## src/rtl/lcmr_pkg.sv

```systemverilog
package lcmr_pkg;

	localparam int MSG_MAX    = 30;
	localparam int ADDR_BYTES = 7;
	localparam int LEN_W      = $clog2(MSG_MAX + 1);
	localparam int IDX_W      = $clog2(MSG_MAX);
	localparam int LEN_W1     = LEN_W + 1;

	localparam int IN_DATA_W  = 16;
	localparam int OUT_DATA_W = 56;

	localparam logic [7:0] TYPE_HEARTBEAT      = 8'h0D;
	localparam logic [7:0] TYPE_CONNECT_RESULT = 8'h13;
	localparam logic [7:0] TYPE_RESET_IND      = 8'h14;
	localparam logic [7:0] TYPE_PIN_REQUEST    = 8'h15;
	localparam logic [7:0] TYPE_CONN_REQUEST   = 8'h16;
	localparam logic [7:0] TYPE_CLOSE_RESULT   = 8'h1A;
	localparam logic [7:0] TYPE_NONE           = 8'hFF;
	localparam logic [7:0] HANDLE_NONE         = 8'hFF;

	typedef enum logic [1:0] {
		OP_BYTE       = 2'd0,
		OP_READ_REPLY = 2'd1,
		OP_READ_ADDR  = 2'd2,
		OP_NOP        = 2'd3
	} op_t;

	typedef enum logic {
		CFG_STREAM_MODE  = 1'b0,
		CFG_AWAITED_TYPE = 1'b1
	} cfg_idx_t;

	typedef enum logic [2:0] {
		ST_IDLE,
		ST_EXEC,
		ST_FINISH,
		ST_COPY,
		ST_RDWAIT,
		ST_EMIT
	} state_t;

	typedef struct packed {
		logic load;
		logic exec;
		logic finish;
		logic copy;
		logic reply_rd;
		logic reply_take;
		logic emit;
	} cmd_t;

	typedef struct packed {
		op_t  op;
		logic stream;
		logic parse_done;
		logic copy_go;
		logic copy_last;
		logic out_free;
	} stat_t;

endpackage

```

## src/rtl/length_checksum_message_receiver_unit.sv

```systemverilog
// Channel  Direction  Handshake          Payload
// s        in         s_tvalid/s_tready  s_tuser: opcode; s_tdata: data_byte, read_index
// m        out        m_tvalid/m_tready  m_tdata: status and result fields
// cfg      in         cfg_we             cfg_index, cfg_wdata
//
// A read or a non-final byte runs load, execute and emit before the result
// register is loaded; a reply read adds a wait state for the registered RAM
// read, and a byte that finishes a message adds a finish state, plus a copy
// state moving each argument into the reply store for the awaited reply.
// Reset is asynchronous and needs no clearing pass. A stalled result holds
// in the output register while the next transaction is taken and worked on.
module length_checksum_message_receiver_unit
	import lcmr_pkg::*;
(
	input  logic                  clk,
	input  logic                  arst_n,
	input  logic                  s_tvalid,
	output logic                  s_tready,
	input  logic [IN_DATA_W-1:0]  s_tdata,   // data_byte[7:0], read_index[12:8]
	input  logic [1:0]            s_tuser,   // opcode[1:0]
	output logic                  m_tvalid,
	input  logic                  m_tready,
	output logic [OUT_DATA_W-1:0] m_tdata,   // stream_valid[0], stream_byte[8:1],
	                                         // message_done[9], message_good[10],
	                                         // message_type[18:11], reset_event[19],
	                                         // pin_event[20], connect_event[21],
	                                         // reply_captured[22],
	                                         // connection_handle[30:23],
	                                         // read_data[38:31], error_count[54:39]
	input  logic                  cfg_we,
	input  logic                  cfg_index,
	input  logic [7:0]            cfg_wdata
);

	cmd_t  cmd;
	stat_t stat;

	lcmr_ctrl u_ctrl (
		.clk      (clk),
		.arst_n   (arst_n),
		.in_valid (s_tvalid),
		.in_ready (s_tready),
		.stat     (stat),
		.cmd      (cmd)
	);

	lcmr_datapath u_datapath (
		.clk       (clk),
		.arst_n    (arst_n),
		.cmd       (cmd),
		.stat      (stat),
		.in_op     (s_tuser),
		.in_byte   (s_tdata[7:0]),
		.in_idx    (s_tdata[12:8]),
		.cfg_we    (cfg_we),
		.cfg_index (cfg_index),
		.cfg_wdata (cfg_wdata),
		.out_valid (m_tvalid),
		.out_ready (m_tready),
		.out_data  (m_tdata)
	);

endmodule

```

## src/rtl/lcmr_ram.sv

```systemverilog
module lcmr_ram #(
	parameter int WIDTH = 8,
	parameter int DEPTH = 32
) (
	input  logic                     clk,
	input  logic                     we,
	input  logic [$clog2(DEPTH)-1:0] waddr,
	input  logic [WIDTH-1:0]         wdata,
	input  logic                     re,
	input  logic [$clog2(DEPTH)-1:0] raddr,
	output logic [WIDTH-1:0]         rdata
);

	logic [WIDTH-1:0] mem_q [DEPTH];

	always_ff @(posedge clk) begin
		if (we) begin
			mem_q[waddr] <= wdata;
		end
		if (re) begin
			rdata <= mem_q[raddr];
		end
	end

endmodule

```

## src/rtl/lcmr_ctrl.sv

```systemverilog
module lcmr_ctrl
	import lcmr_pkg::*;
(
	input  logic   clk,
	input  logic   arst_n,
	input  logic   in_valid,
	output logic   in_ready,
	input  stat_t  stat,
	output cmd_t   cmd
);

	state_t state_q;
	state_t state_d;

	always_ff @(posedge clk or negedge arst_n) begin
		if (!arst_n) begin
			state_q <= ST_IDLE;
		end else begin
			state_q <= state_d;
		end
	end

	always_comb begin
		state_d = state_q;
		unique case (state_q)
			ST_IDLE: begin
				if (in_valid) begin
					state_d = ST_EXEC;
				end
			end
			ST_EXEC: begin
				if (stat.op == OP_BYTE && !stat.stream && stat.parse_done) begin
					state_d = ST_FINISH;
				end else if (stat.op == OP_READ_REPLY) begin
					state_d = ST_RDWAIT;
				end else begin
					state_d = ST_EMIT;
				end
			end
			ST_FINISH: begin
				state_d = stat.copy_go ? ST_COPY : ST_EMIT;
			end
			ST_COPY: begin
				if (stat.copy_last) begin
					state_d = ST_EMIT;
				end
			end
			ST_RDWAIT: begin
				state_d = ST_EMIT;
			end
			ST_EMIT: begin
				if (stat.out_free) begin
					state_d = ST_IDLE;
				end
			end
			default: begin
				state_d = ST_IDLE;
			end
		endcase
	end

	always_comb begin
		cmd      = '0;
		in_ready = 1'b0;
		unique case (state_q)
			ST_IDLE: begin
				in_ready = 1'b1;
				cmd.load = in_valid;
			end
			ST_EXEC: begin
				cmd.exec     = 1'b1;
				cmd.reply_rd = (stat.op == OP_READ_REPLY);
			end
			ST_FINISH: begin
				cmd.finish = 1'b1;
			end
			ST_COPY: begin
				cmd.copy = 1'b1;
			end
			ST_RDWAIT: begin
				cmd.reply_take = 1'b1;
			end
			ST_EMIT: begin
				cmd.emit = stat.out_free;
			end
			default: begin
				cmd = '0;
			end
		endcase
	end

endmodule

```

## src/rtl/lcmr_datapath.sv

```systemverilog
module lcmr_datapath
	import lcmr_pkg::*;
(
	input  logic                  clk,
	input  logic                  arst_n,
	input  cmd_t                  cmd,
	output stat_t                 stat,
	input  logic [1:0]            in_op,
	input  logic [7:0]            in_byte,
	input  logic [4:0]            in_idx,
	input  logic                  cfg_we,
	input  logic                  cfg_index,
	input  logic [7:0]            cfg_wdata,
	output logic                  out_valid,
	input  logic                  out_ready,
	output logic [OUT_DATA_W-1:0] out_data
);

	logic             stream_mode_q;
	logic [7:0]       awaited_q;
	logic             reply_mark_q;
	logic [7:0]       handle_q;
	logic [15:0]      drop_q;
	logic [LEN_W-1:0] exp_len_q;
	logic [LEN_W-1:0] rcv_q;
	logic [7:0]       addr_q [ADDR_BYTES];
	logic             cp_v_s1;
	logic             m_valid_q;

	op_t              op_q;
	logic [7:0]       byte_q;
	logic [4:0]       idx_q;
	logic [15:0]      sum_q;
	logic [7:0]       type_q;
	logic [7:0]       arg1_q;
	logic [7:0]       arg2_q;
	logic [7:0]       chk_hi_q;
	logic [7:0]       sh_q [ADDR_BYTES];
	logic [LEN_W-1:0] nargs_q;
	logic [LEN_W-1:0] copy_q;
	logic [IDX_W-1:0] cp_idx_s1;
	logic             res_sv_q;
	logic [7:0]       res_sb_q;
	logic             res_done_q;
	logic             res_good_q;
	logic [7:0]       res_type_q;
	logic             res_rst_q;
	logic             res_pin_q;
	logic             res_con_q;
	logic [7:0]       res_rd_q;
	logic [OUT_DATA_W-1:0] m_data_q;

	logic              parse_byte;
	logic [LEN_W1-1:0] rcv_p1;
	logic [LEN_W1-1:0] rcv_p2;
	logic [LEN_W1-1:0] exp_ext;
	logic              parse_done;
	logic [15:0]       neg_sum;
	logic              good;
	logic [LEN_W-1:0]  nargs_w;
	logic              capture;
	logic              len_ok;
	logic              idx_in_msg;
	logic [7:0]        addr_rd;
	logic              msg_we;
	logic [IDX_W-1:0]  msg_raddr;
	logic [7:0]        msg_rdata;
	logic [7:0]        rep_rdata;

	assign parse_byte = (op_q == OP_BYTE) && !stream_mode_q && (exp_len_q != '0);
	assign rcv_p1     = LEN_W1'(rcv_q) + LEN_W1'(1);
	assign rcv_p2     = LEN_W1'(rcv_q) + LEN_W1'(2);
	assign exp_ext    = LEN_W1'(exp_len_q);
	assign parse_done = (exp_len_q != '0) && (rcv_p1 == exp_ext);
	assign neg_sum    = ~sum_q + 16'd1;
	assign nargs_w    = exp_len_q - LEN_W'(3);
	assign good       = (exp_len_q >= LEN_W'(3)) && (chk_hi_q == neg_sum[15:8])
	                    && (byte_q == neg_sum[7:0]);
	assign capture    = good && (type_q != TYPE_HEARTBEAT) && (type_q == awaited_q)
	                    && !reply_mark_q;
	assign len_ok     = (byte_q != 8'd0) && (byte_q <= 8'(MSG_MAX));
	assign idx_in_msg = 8'(idx_q) < 8'(MSG_MAX);

	always_comb begin
		addr_rd = 8'd0;
		for (int i = 0; i < ADDR_BYTES; i++) begin
			if (8'(idx_q) == 8'(i)) begin
				addr_rd = addr_q[i];
			end
		end
	end

	assign stat.op         = op_q;
	assign stat.stream     = stream_mode_q;
	assign stat.parse_done = parse_done;
	assign stat.copy_go    = capture && (nargs_w != '0);
	assign stat.copy_last  = (LEN_W1'(copy_q) + LEN_W1'(1)) == LEN_W1'(nargs_q);
	assign stat.out_free   = !m_valid_q || out_ready;

	assign msg_we    = cmd.exec && parse_byte;
	assign msg_raddr = IDX_W'(copy_q + LEN_W'(1));

	lcmr_ram #(
		.WIDTH (8),
		.DEPTH (MSG_MAX)
	) u_msg_ram (
		.clk   (clk),
		.we    (msg_we),
		.waddr (IDX_W'(rcv_q)),
		.wdata (byte_q),
		.re    (cmd.copy),
		.raddr (msg_raddr),
		.rdata (msg_rdata)
	);

	lcmr_ram #(
		.WIDTH (8),
		.DEPTH (MSG_MAX)
	) u_reply_ram (
		.clk   (clk),
		.we    (cp_v_s1),
		.waddr (cp_idx_s1),
		.wdata (msg_rdata),
		.re    (cmd.reply_rd),
		.raddr (IDX_W'(idx_q)),
		.rdata (rep_rdata)
	);

	always_ff @(posedge clk or negedge arst_n) begin
		if (!arst_n) begin
			stream_mode_q <= 1'b0;
			awaited_q     <= TYPE_NONE;
			reply_mark_q  <= 1'b0;
			handle_q      <= HANDLE_NONE;
			drop_q        <= '0;
			exp_len_q     <= '0;
			rcv_q         <= '0;
			cp_v_s1       <= 1'b0;
			m_valid_q     <= 1'b0;
			for (int i = 0; i < ADDR_BYTES; i++) begin
				addr_q[i] <= 8'd0;
			end
		end else begin
			cp_v_s1 <= cmd.copy;
			if (cfg_we) begin
				unique case (cfg_idx_t'(cfg_index))
					CFG_STREAM_MODE: begin
						stream_mode_q <= cfg_wdata[0];
						exp_len_q     <= '0;
						rcv_q         <= '0;
					end
					CFG_AWAITED_TYPE: begin
						awaited_q    <= cfg_wdata;
						reply_mark_q <= 1'b0;
					end
					default: begin
						awaited_q <= awaited_q;
					end
				endcase
			end
			if (cmd.exec && (op_q == OP_BYTE) && !stream_mode_q) begin
				if (exp_len_q == '0) begin
					if (len_ok) begin
						exp_len_q <= LEN_W'(byte_q);
					end
				end else begin
					rcv_q <= LEN_W'(rcv_p1);
				end
			end
			if (cmd.finish) begin
				exp_len_q <= '0;
				rcv_q     <= '0;
				if (!good) begin
					drop_q <= drop_q + 16'd1;
				end else begin
					if (type_q == TYPE_PIN_REQUEST || type_q == TYPE_CONN_REQUEST) begin
						for (int i = 0; i < ADDR_BYTES; i++) begin
							if (8'(i) < 8'(nargs_w)) begin
								addr_q[i] <= sh_q[i];
							end
						end
					end
					if (type_q == TYPE_CONNECT_RESULT && nargs_w >= LEN_W'(2)
					    && arg1_q != 8'd0) begin
						handle_q <= arg2_q;
					end
					if (type_q == TYPE_CLOSE_RESULT) begin
						handle_q <= HANDLE_NONE;
					end
					if (capture) begin
						reply_mark_q <= 1'b1;
					end
				end
			end
			if (cmd.emit) begin
				m_valid_q <= 1'b1;
			end else if (out_ready) begin
				m_valid_q <= 1'b0;
			end
		end
	end

	always_ff @(posedge clk) begin
		if (cmd.load) begin
			op_q       <= op_t'(in_op);
			byte_q     <= in_byte;
			idx_q      <= in_idx;
			res_sv_q   <= 1'b0;
			res_sb_q   <= 8'd0;
			res_done_q <= 1'b0;
			res_good_q <= 1'b0;
			res_type_q <= 8'd0;
			res_rst_q  <= 1'b0;
			res_pin_q  <= 1'b0;
			res_con_q  <= 1'b0;
			res_rd_q   <= 8'd0;
		end
		if (cmd.exec) begin
			case (op_q)
				OP_BYTE: begin
					if (stream_mode_q) begin
						res_sv_q <= 1'b1;
						res_sb_q <= byte_q;
					end else if (exp_len_q == '0) begin
						sum_q <= 16'(byte_q);
					end else begin
						if (rcv_q == LEN_W'(0)) begin
							type_q <= byte_q;
						end
						if (rcv_q == LEN_W'(1)) begin
							arg1_q <= byte_q;
						end
						if (rcv_q == LEN_W'(2)) begin
							arg2_q <= byte_q;
						end
						for (int i = 0; i < ADDR_BYTES; i++) begin
							if (8'(rcv_q) == 8'(i + 1)) begin
								sh_q[i] <= byte_q;
							end
						end
						if (rcv_p2 < exp_ext) begin
							sum_q <= sum_q + 16'(byte_q);
						end
						if (rcv_p2 == exp_ext) begin
							chk_hi_q <= byte_q;
						end
					end
				end
				OP_READ_ADDR: begin
					res_rd_q <= addr_rd;
				end
				default: begin
					res_rd_q <= res_rd_q;
				end
			endcase
		end
		if (cmd.finish) begin
			res_done_q <= 1'b1;
			res_type_q <= type_q;
			res_good_q <= good;
			res_rst_q  <= good && (type_q == TYPE_RESET_IND);
			res_pin_q  <= good && (type_q == TYPE_PIN_REQUEST);
			res_con_q  <= good && (type_q == TYPE_CONN_REQUEST);
			nargs_q    <= nargs_w;
			copy_q     <= '0;
		end
		if (cmd.copy) begin
			copy_q    <= copy_q + LEN_W'(1);
			cp_idx_s1 <= IDX_W'(copy_q);
		end
		if (cmd.reply_take) begin
			res_rd_q <= idx_in_msg ? rep_rdata : 8'd0;
		end
		if (cmd.emit) begin
			m_data_q <= {1'b0, drop_q, res_rd_q, handle_q, reply_mark_q, res_con_q,
			             res_pin_q, res_rst_q, res_type_q, res_good_q, res_done_q,
			             res_sb_q, res_sv_q};
		end
	end

	assign out_valid = m_valid_q;
	assign out_data  = m_data_q;

endmodule
```

## config.mk

```make
export PLATFORM = sky130hd
export DESIGN_NAME = length_checksum_message_receiver_unit
export DESIGN_NICKNAME = d
export VERILOG_FILES = /design/src/rtl/lcmr_pkg.sv /design/src/rtl/length_checksum_message_receiver_unit.sv /design/src/rtl/lcmr_ram.sv /design/src/rtl/lcmr_ctrl.sv /design/src/rtl/lcmr_datapath.sv
export SDC_FILE = /design/constraint.sdc
export NUM_CORES = 1
export LEC_CHECK = 0
export ABC_AREA = 1
export ABC_CLOCK_PERIOD_IN_PS = 4500
export BUFFER_PORTS_ARGS = -buffer_cell sky130_fd_sc_hd__buf_4
export CORE_MARGIN = 2
export CORE_UTILIZATION = 62
export CTS_CLUSTER_DIAMETER = 50
export DETAILED_ROUTE_END_ITERATION = 8
export GPL_TIMING_DRIVEN = 0
export PLACE_DENSITY = 0.78
export SYNTH_ARGS = -nofsm -noshare
export SYNTH_HDL_FRONTEND = slang
export SYNTH_SLANG_ARGS = --single-unit
```

## constraint.sdc

```tcl
create_clock -name clk -period 4.5 [get_ports clk]
set_input_delay 0.9 -clock clk [delete_from_list [all_inputs] [get_ports clk]]
set_output_delay 0.9 -clock clk [all_outputs]
set_load 0.01 [all_outputs]
```

# Word-level counts from Yosys, hierarchy flattened
# Memories as Yosys holds them, arrays and structs flattened. A register that Yosys moved wholly into a read port is not among the register bits.
# Cells that the tools add are included.
[classes]
addsub = 8
magnitude_cmp = 12
eq_ne = 36
muxes = 130
n_bitwise = 5
reduce_logical = 68
[op_table]
columns = ["operator", "count"]
rows = [
  ["8-bit two-way mux", 26],
  ["1-bit two-way mux", 77],
  ["5-bit two-way mux", 13],
  ["8-bit OR reduction", 6],
  ["8-bit by 5-bit equality test with 1-bit output (second input constant)", 5],
  ["5-bit by 3-bit equality test with 1-bit output (second input constant)", 7],
  ["3-bit two-way mux", 11],
  ["16-bit by 1-bit adder with 16-bit output (second input constant)", 2],
  ["4-bit AND reduction", 8],
  ["8-bit equality test", 3],
  ["5-bit by 2-bit equality test with 1-bit output (second input constant)", 4],
  ["5-bit AND reduction", 4],
  ["1-bit logical AND", 19],
  ["6-bit by 5-bit equality test with 1-bit output", 3],
  ["3-bit one-hot mux with 6 select lines", 1],
  ["16-bit by 8-bit adder with 16-bit output", 1],
  ["16-bit two-way mux", 1],
  ["16-bit NOT", 1],
  ["8-bit one-hot mux with 2 select lines", 1],
  ["8-bit nonzero test", 2],
  ["5-bit zero test", 3],
  ["3-bit by 5-bit less-than comparator with 1-bit output (first input constant)", 3],
  ["5-bit by 1-bit adder with 6-bit output (second input constant)", 2],
  ["5-bit by 1-bit equality test with 1-bit output (second input constant)", 2],
  ["27 further kinds", 54],
]
[totals]
reg_bits = 212
ram_bits = 536
inputBits = 32
out_inout_bits = 58
wordCells = 294
memories = 3
[mem_list]
columns = ["memory", "depth", "width", "rd", "rd_clocked_by_memory_dff", "write_ports", "line", "text"]
rows = [
  ["u_datapath.u_msg_ram.mem_q", 30, 8, 1, 1, 1, "lcmr_ram.sv:14", "logic [WIDTH-1:0] mem_q [DEPTH];"],
  ["u_datapath.u_reply_ram.mem_q", 30, 8, 1, 1, 1, "lcmr_ram.sv:14", ""],
  ["u_datapath.sh_q", 7, 8, 7, 7, 1, "lcmr_datapath.sv:38", "logic [7:0] sh_q [ADDR_BYTES];"],
]

# Depth between registers and ports, before layout
# Gate-level depths: netlist (run 1).
[depth]
ltp_word = 14
ltp_mapped = 17
depth_no_buf = 17

# Modules after synthesis
# From an unflattened synthesis (run 1), not the netlist that was laid out.
[hier_totals]
hier_cells = 3161
hier_area_um2 = 34792.1
[by_module_without_submodules]
columns = ["module", "instances", "cells_per_inst", "area_each_um2", "seq_area_each_um2"]
rows = [
  ["lcmr_ram", 2, 869, 10118.5, 7447.1],
  ["lcmr_datapath", 1, 1369, 14249.9, 9048.7],
  ["lcmr_ctrl", 1, 54, 305.3, 75.1],
]

# Least setup slack after synthesis (run 1)
# OpenSTA, ideal clock, no wires.
[synth_timing]
path_kind = "in2reg"
startpoint = "input port m_tready"
endpoint = "register u_datapath.m_data_q[0] (netlist: u_datapath.out_data[0]), enable pin"
setup_ns = 0.468
arrival_ns = 3.250
required_ns = 4.032
path_slack_ns = 0.782
stages = 2
path_buffers = 0
path_cell_list = "nor2_1 -> nor2_1"
[synth_lines]
columns = ["element", "line", "text"]
rows = [
  ["start, declared", "length_checksum_message_receiver_unit.sv:22", "input logic m_tready,"],
  ["end signal, assigned", "lcmr_datapath.sv:275", "m_data_q <= {1'b0, drop_q, res_rd_q, handle_q, reply_mark_q, res_con_q,"],
  ["end, declared", "lcmr_datapath.sv:51", "logic [OUT_DATA_W-1:0] m_data_q;"],
]

# Worst setup path in the final report (run 1)
[layout_timing]
startpoint = "register u_datapath.exp_len_q[0]"
endpoint = "memory u_datapath.sh_q[2][2], enable pin"
[layout_between]
elab_chain_cells = 13
word_cells_on_any_way = 54
cone_classes = "47 x mux; 7 x reduce/logical"
[layout_lines]
columns = ["element", "line", "text"]
rows = [
  ["start, declared", "lcmr_datapath.sv:24", "logic [LEN_W-1:0] exp_len_q;"],
  ["start signal, assigned", "lcmr_datapath.sv:164", "exp_len_q <= LEN_W'(byte_q);"],
  ["5-bit zero test *", "lcmr_datapath.sv:224", "end else if (exp_len_q == '0) begin"],
  ["1-bit two-way mux", "lcmr_datapath.sv:224", ""],
  ["1-bit two-way mux", "lcmr_datapath.sv:221", "if (stream_mode_q) begin"],
  ["1-bit two-way mux", "lcmr_datapath.sv:219", "case (op_q)"],
  ["1-bit two-way mux", "lcmr_datapath.sv:218", "if (cmd.exec) begin"],
  ["1-bit two-way mux (implied by the code)", "lcmr_datapath.sv:238", "sh_q[i] <= byte_q;"],
  ["8-bit OR reduction (no source line)", "n/a", ""],
  ["3-bit two-way mux (no source line) / 1-bit two-way mux (equally long branches) (6 in series)", "n/a", ""],
  ["end, declared", "lcmr_datapath.sv:38", ""],
]
# Mark *: on every way between the ends. The rest lies on a longest branch, timed or not.

==> metrics.txt, run 1 <==
outcome=completed; initial drt markers=~3.2k; WP depth=9; Max-Slew Margin vs Limit=9.59%; Post-synth EDFFs=a little over 700; core region area=52800 um^2; fin cells=3593; Ys Warns=0; CP Launch Type=register; wire per inst=approximately 23 um; CTS tree=done; HPWL after DPL=roughly 56000 um; Die ar.=about 55000 um^2; Critical R2R Capture=u_datapath.sh_q[2][2]; fin crit share=93.8%; routed wire length=~84000 um; final routed DRC violation total=0; setup ws final=between 0.2 and 0.3 ns; first-pass GRT wire length=128000 um; die width=around 240 um; WP buf/inv=4; layout net count=slightly below 3k; static leakage=roughly 14 nW; H-tree levels=3; count of pins over their slew limit=0; CP required=between 4 and 5 ns; kind of cell adding the most delay to the critical path=simple AND/OR/NAND/NOR gates; GRT overflow=0; Via Count=around 23k; DR vias/cell=6.39; flop2flop setup slack=0.28 ns; slowest CP cell=nor2_1; vias in the first global route=22.2k; Num CTS Buffers=81; total chip power=0.0179 W; # port buffers=85; slowest stage delay, CP=0.89 ns; initial core utilization=62.9%; synthesized area=33200 um^2; RSZ-0062 raised after global routing=no; Synth Register Bits=820; Synth cell types=50; Setup-failing EPs final=0; RR Startpoint=u_datapath.exp_len_q[0]; pre-CTS WS=a little over 0.5 ns; Final Hold Fails=0; Async SR Flop Fraction=~13%; crit path to=u_datapath.sh_q[2][2]; largest net degree at the start of global routing=between 100 and 150; clk root buf=clkbuf_16; Finished Cell Area=between 30000 and 40000 um^2; Avg Cell Area, Syn=~13 um^2; layout cells sized above 1=roughly a tenth; R2R cell count=9; synthesis-to-layout area growth=14.3%; WS Path Type=reg2reg; maxcap violations=0; WL met2=about 40000 um; Post-CTS Setup Inserts=0; critical path fanouts, max=10; Top Ports=90; wl on met1=roughly 33000 um; Max Buffers Root-to-Sink=3; Total GRT Usage=between 30% and 40%; highest metal used=met4; Post-synth top flop=edfxtp_1; Critical path origin=u_datapath.exp_len_q[0]; actual slew at the worst max-slew pin=roughly 1.3 ns; CTS clk-pin slew, worst paths=0.06 ns; syn nets=2709; crit path DAT=4.48 ns; utilization after layout=71.9%; max frequency=between 200 and 250 MHz; Site Rows=84; Worst Hold Class=in2async; GP Congestion=about 0.96; clk_lat worst skew=approximately 0.64 ns; DRT Pass-1 Iters=7; DP Area=between 30000 and 40000 um^2; cell count after synthesis=between 2k and 3k; Met3 Routed Length=8500 um; CP endpoint kind=register; worst vdd ir=0.390 mV; Clock Skew=~0.020 ns; Post-CTS Hold Buffers=0; pwr/cell area=approximately 470 nW/um^2; post-cts sizing count=0; antenna-violating nets left=0; Seq/Total Area, Yosys=between 70 and 80%; Chip Height=roughly 240 um; Post-Place Cells=roughly 3.4k; Final Critical Period=between 4 and 5 ns; CTS sink count=820; initial antenna violation count=1; crit path cell chain=inv_1 > ha_1 > nand3_1 > inv_1 > clkbuf_1 > nor2_1 > clkbuf_1 > nand2_1 > nor2_1
## worst reg2reg max path: cells and delay by family, from the launching register on
kind	cells	cell delay, ns
and+or+nand+nor	4	2.14
buffers and inverters	4	0.95
DFF	1	0.51
adders and majority gates	1	0.25
## power breakdown
group	switching, W	internal, W
sequential	0.000231	0.00877
combinational	0.00135	0.000700
clock	0.00285	0.00402
total	0.00443	0.0135
## cells in the final DEF (no fill, tap or decap), types with 16 or more instances in the layout
cell       netlist  layout
xor2_1          29      29
dfrtp_1         89      89
ha_1            24      24
nand2_1        421     421
a31oi_1         19      19
edfxtp_1       705     705
dfstp_2         16      16
a22oi_1         98      98
inv_1          136     136
buf_4            4      89
clkbuf_1        88     105
o21ai_0        178     178
nor2_1         320     319
buf_16           0      16
nand4_1         88      88
clkbuf_16        0      81
nand3_1        111     111
a21oi_1         95      94
o221ai_1        56      56
nor3_1          39      37
## cell families (layout without fill, tap and decap cells)
group	after synthesis	count (layout)	share of synthesized area, %
compound gates	494	494	9.37
xor+xnor	44	44	1.16
fa+ha+maj	25	25	0.965
buf+inv	252	504	2.92
flops	820	820	72.4
mux	6	6	0.204
other cells	1	2	0.0113
simple gates	1010	1010	13.0
## through the flow
step / setup TNS (ns) / hold WS (ns)
after floorplan: 0 / 0.400
after global placement: -19.35 / 0.407
after detailed placement: 0 / 0.405
after CTS: 0 / 0.410
after global routing: 0 / 0.0759
final: 0 / 0.0867
## flip-flops by register name (all words and copies together), names as in the netlist, 16 cells and up
name / count
u_datapath.u_msg_ram.mem_q: 240
u_datapath.sum_q: 16
u_datapath.addr_q: 56
u_datapath.out_data: 55
u_datapath.sh_q: 56
u_datapath.u_reply_ram.mem_q: 240
u_datapath.drop_q: 16
## routing by layer
metal | vias to the layer above | GRT usage (%)
met5 | - | 0
met4 | 0 | 11.7
met3 | 246 | 5.58
met2 | 1447 | 48.5
met1 | 11200 | 41.6
li1 | 10100 | -
## final cells by class
type | instances | area [um^2]
multi-input cells | 1580 | 8220
repair buffers | 106 | 1150
diodes | 1 | 2.50
inverters | 143 | 537
fillers | 3340 | 14800
flip-flops and latches | 820 | 24000
clock inverters | 42 | 522
clock buffers | 104 | 2170
plain buffers | 109 | 432
well taps | 688 | 861
## cells in the mapped netlist (4+ instances only)
| master | count | area (um^2) |
|---|---|---|
| a211oi_1 | 7 | 52.6 |
| a21oi_1 | 95 | 475 |
| a221oi_1 | 5 | 43.8 |
| a22oi_1 | 98 | 736 |
| a31oi_1 | 19 | 119 |
| a32oi_1 | 9 | 78.8 |
| buf_1 | 11 | 41.3 |
| buf_2 | 6 | 30.0 |
| buf_4 | 4 | 30.0 |
| clkbuf_1 | 88 | 330 |
| clkinv_1 | 7 | 26.3 |
| dfrtp_1 | 89 | 2230 |
| dfstp_2 | 16 | 420 |
| dfxtp_1 | 10 | 200 |
| edfxtp_1 | 705 | 21200 |
| ha_1 | 24 | 300 |
| inv_1 | 136 | 510 |
| mux2_2 | 6 | 67.6 |
| nand2_1 | 421 | 1580 |
| nand3_1 | 111 | 556 |
| nand3b_1 | 8 | 60.1 |
| nand4_1 | 88 | 551 |
| nor2_1 | 320 | 1200 |
| nor2_2 | 4 | 25.0 |
| nor3_1 | 39 | 195 |
| nor4_1 | 5 | 31.3 |
| o211ai_1 | 5 | 37.5 |
| o21ai_0 | 178 | 891 |
| o21bai_1 | 4 | 30.0 |
| o221ai_1 | 56 | 490 |
| o31ai_1 | 7 | 52.6 |
| or2_2 | 7 | 43.8 |
| xnor2_1 | 15 | 131 |
| xor2_1 | 29 | 254 |
## how the worst min path moves through the flow
stage,endpoint,cells after the start,slack [ns]
finish,u_datapath.addr_q[44],1,0.09
floorplan,u_datapath.out_data[10],0,0.40
global placement,u_datapath.out_data[11],0,0.41
global route,u_datapath.drop_q[3],1,0.08
detailed placement,u_datapath.out_data[16],0,0.40
CTS,u_datapath.out_data[16],0,0.41
Note: power is estimated with default switching activity, not from simulation.
==> inputs of run 2 (changes only) <==
Settings changed: CAP_MARGIN from default to 20, PLACE_DENSITY 0.78 to 0.77.
==> run 2 against run 1 <==
Effect of this change:
- register-to-register slack hardly changed
- power is 0.67% lower
- die area stayed put
- via count is 0.45% higher
- flip-flop and latch count stayed put
- worst setup slack worse by 0.012 ns
- clock skew is 0.0044 ns higher
- critical path type unchanged
- largest cell class unchanged
==> metrics.txt, run 2 (same netlist as run 1, synthesis figures left out) <==
final routed DRC violation total=0 (unchanged); Final Critical Period=4.23 ns (+0.0123 ns); count of pins over their slew limit=0 (unchanged); CP endpoint kind=register; initial drt markers=3339 (+5.5%); Top Ports=90 (unchanged); Worst Hold Class=in2async; antenna-violating nets left=0 (unchanged); largest net degree at the start of global routing=64 (-40%); RR Startpoint=u_datapath.exp_len_q[0]; CP required=4.76 ns (about the same); Max Buffers Root-to-Sink=3 (unchanged); slowest CP cell=nor2_1; RSZ-0062 raised after global routing=no; Post-CTS Setup Inserts=0 (unchanged); maxcap violations=0 (unchanged); gr busiest metal=met2; DR vias/cell=6.39 (about the same); H-tree levels=3 (unchanged); met1 Use GR=43.5% (+1.9 points); crit path DAT=4.49 ns (about the same); commonest non-fill, non-tap cell in the layout=edfxtp_1; die width=235 um (unchanged); Max-Slew Margin vs Limit=24.9% (+15 points); core region area=52800 um^2 (unchanged); WS Path Type=reg2reg; cell-internal power=0.0132 W (-1.8%); # port buffers=85 (unchanged); crit path cell chain=inv_1 > ha_1 > nand3_1 > inv_1 > clkbuf_1 > nor2_1 > clkbuf_1 > nand2_1 > nor2_1; GR Layer Usage met2=48.7% (+0.21 points); Comb pwr share=12.0% (+0.6 points); slowest stage delay, CP=0.79 ns (-0.10 ns); layout net count=2908 (+0.35%); static leakage=13.6 nW (+0.25%); fin crit share=94.1% (+0.27 points); total chip power=0.0178 W (-0.67%); GP Congestion=0.950 (-0.90%); Largest regs=u_datapath.u_msg_ram.mem_q (240), u_datapath.u_reply_ram.mem_q (240); GRT overflow=0 (unchanged); CTS clk-pin slew, worst paths=0.06 ns (about the same); Ant. Diodes=0 (-1); Total GRT Usage=30.8% (+0.62 points); actual slew at the worst max-slew pin=1.13 ns (-0.220 ns); switch share=25.6% (+0.88 points); max frequency=236 MHz (-0.29%); CP Launch Type=register; R2R cell count=9 (unchanged); Via Count=23.1k (+0.45%); Post-CTS Hold Buffers=0 (unchanged); Seq pwr share=50.4% (about the same); CTS tree=done; DRT Pass-1 Iters=6 (-1); Site Rows=84 (unchanged); wire per inst=23.6 um (+1.0%); synthesis-to-layout area growth=14.5%; Critical path origin=u_datapath.exp_len_q[0]; initial antenna violation count=0 (-1); Die ar.=55400 um^2 (unchanged); post-cts sizing count=0 (unchanged); Num CTS Buffers=82 (+1.2%); switching power total=0.00456 W (+2.9%); vias in the first global route=22.4k (+0.93%); HPWL after DPL=56800 um (+2.2%); most frequent cells in the layout=edfxtp_1, nand2_1, nor2_1; met3 global-route usage=5.38% (-0.20 points); routed wire length=85100 um (+1.5%); Clock Skew=0.0241 ns (+0.00444 ns); utilization after layout=72.0% (+0.16 points); Clock Power Share=37.6% (-0.7 points); pwr/cell area=468 nW/um^2 (-0.90%); CTS sink count=820 (unchanged); initial core utilization=62.9% (unchanged); Setup-failing EPs final=0 (unchanged); first-pass GRT wire length=130000 um (+2.0%); layout cells sized above 1=9.86% (+0.18 points); Chip Height=235 um (unchanged); critical path fanouts, max=10 (unchanged); outcome=completed; worst vdd ir=0.430 mV (+10%); clk_lat worst skew=0.65 ns (about the same); clk root buf=clkbuf_16; Final Hold Fails=0 (unchanged)
-- run 2: cell types whose count changed in the layout (fill, tap and decap cells not counted), sizes merged --
cell | previous run | this run
inv | 143 | 145
clkinv | 30 | 34
buf | 127 | 135
clkbuf | 192 | 199
diode | 1 | 0
clkinvlp | 2 | 5
bufinv | 10 | 3
-- run 2: through the flow --
step           cells  hold slack [ns]  setup TNS [ns]  setup WS (ns)  area [um^2]
6_report        3609            0.263               0          0.265        38000
5_1_grt         3609            0.292               0         0.0988        38000
4_1_cts         3604            0.253               0          0.395        37900
3_5_place_dp    3450            0.405               0          0.418        35300
3_3_place_gp    3425            0.410          -16.21         -0.302        34700
2_1_floorplan   2652            0.400               0          0.782        33200
-- run 2: worst paths after layout --
kind	end	slack (ns)
max in group asynchronous	u_datapath.awaited_q[5]	3.45
worst max-delay path	u_datapath.u_msg_ram.mem_q[8][7]	0.27
min in group clk	u_datapath.out_data[16]	0.42
worst min register to register	u_datapath.out_data[16]	0.42
worst max register to register	u_datapath.u_msg_ram.mem_q[8][7]	0.27
worst min-delay path	u_datapath.drop_q[7]	0.26
-- run 2: power groups by stage --
stage                     Combinational [W]  Clock (W)  Sequential (W)
final                               0.00213    0.00669         0.00897
after CTS                           0.00209    0.00674         0.00897
after floorplan                    0.000940          0         0.00920
after global routing                0.00227    0.00703         0.00900
after detailed placement            0.00207          0         0.00912
after global placement              0.00165          0         0.00932
-- run 2: final cells by class --
type,instances,area [um^2]
Fill cell,3352,14800
Buffer,109,432
Multi-Input combinational cell,1580,8210
Sequential cell,820,24000
Inverter,143,537
Clock inverter,44,399
Timing Repair Buffer,115,1290
Clock buffer,110,2250
Tap cell,688,861
-- run 2: per-layer routing --
| metal | part of all wire, % | wire length (um) |
|---|---|---|
| met5 | 0 | 0 |
| met4 | 3.5 | 2990 |
| met3 | 10 | 8560 |
| met2 | 47 | 40100 |
| met1 | 39 | 33400 |
-- run 2: worst max-delay path: cells and delay by family (launching register included) --
family / cells / cell delay, ns
fa+ha+maj: 1 / 0.24
buf+inv: 4 / 0.99
flops: 1 / 0.48
simple gates: 4 / 2.12
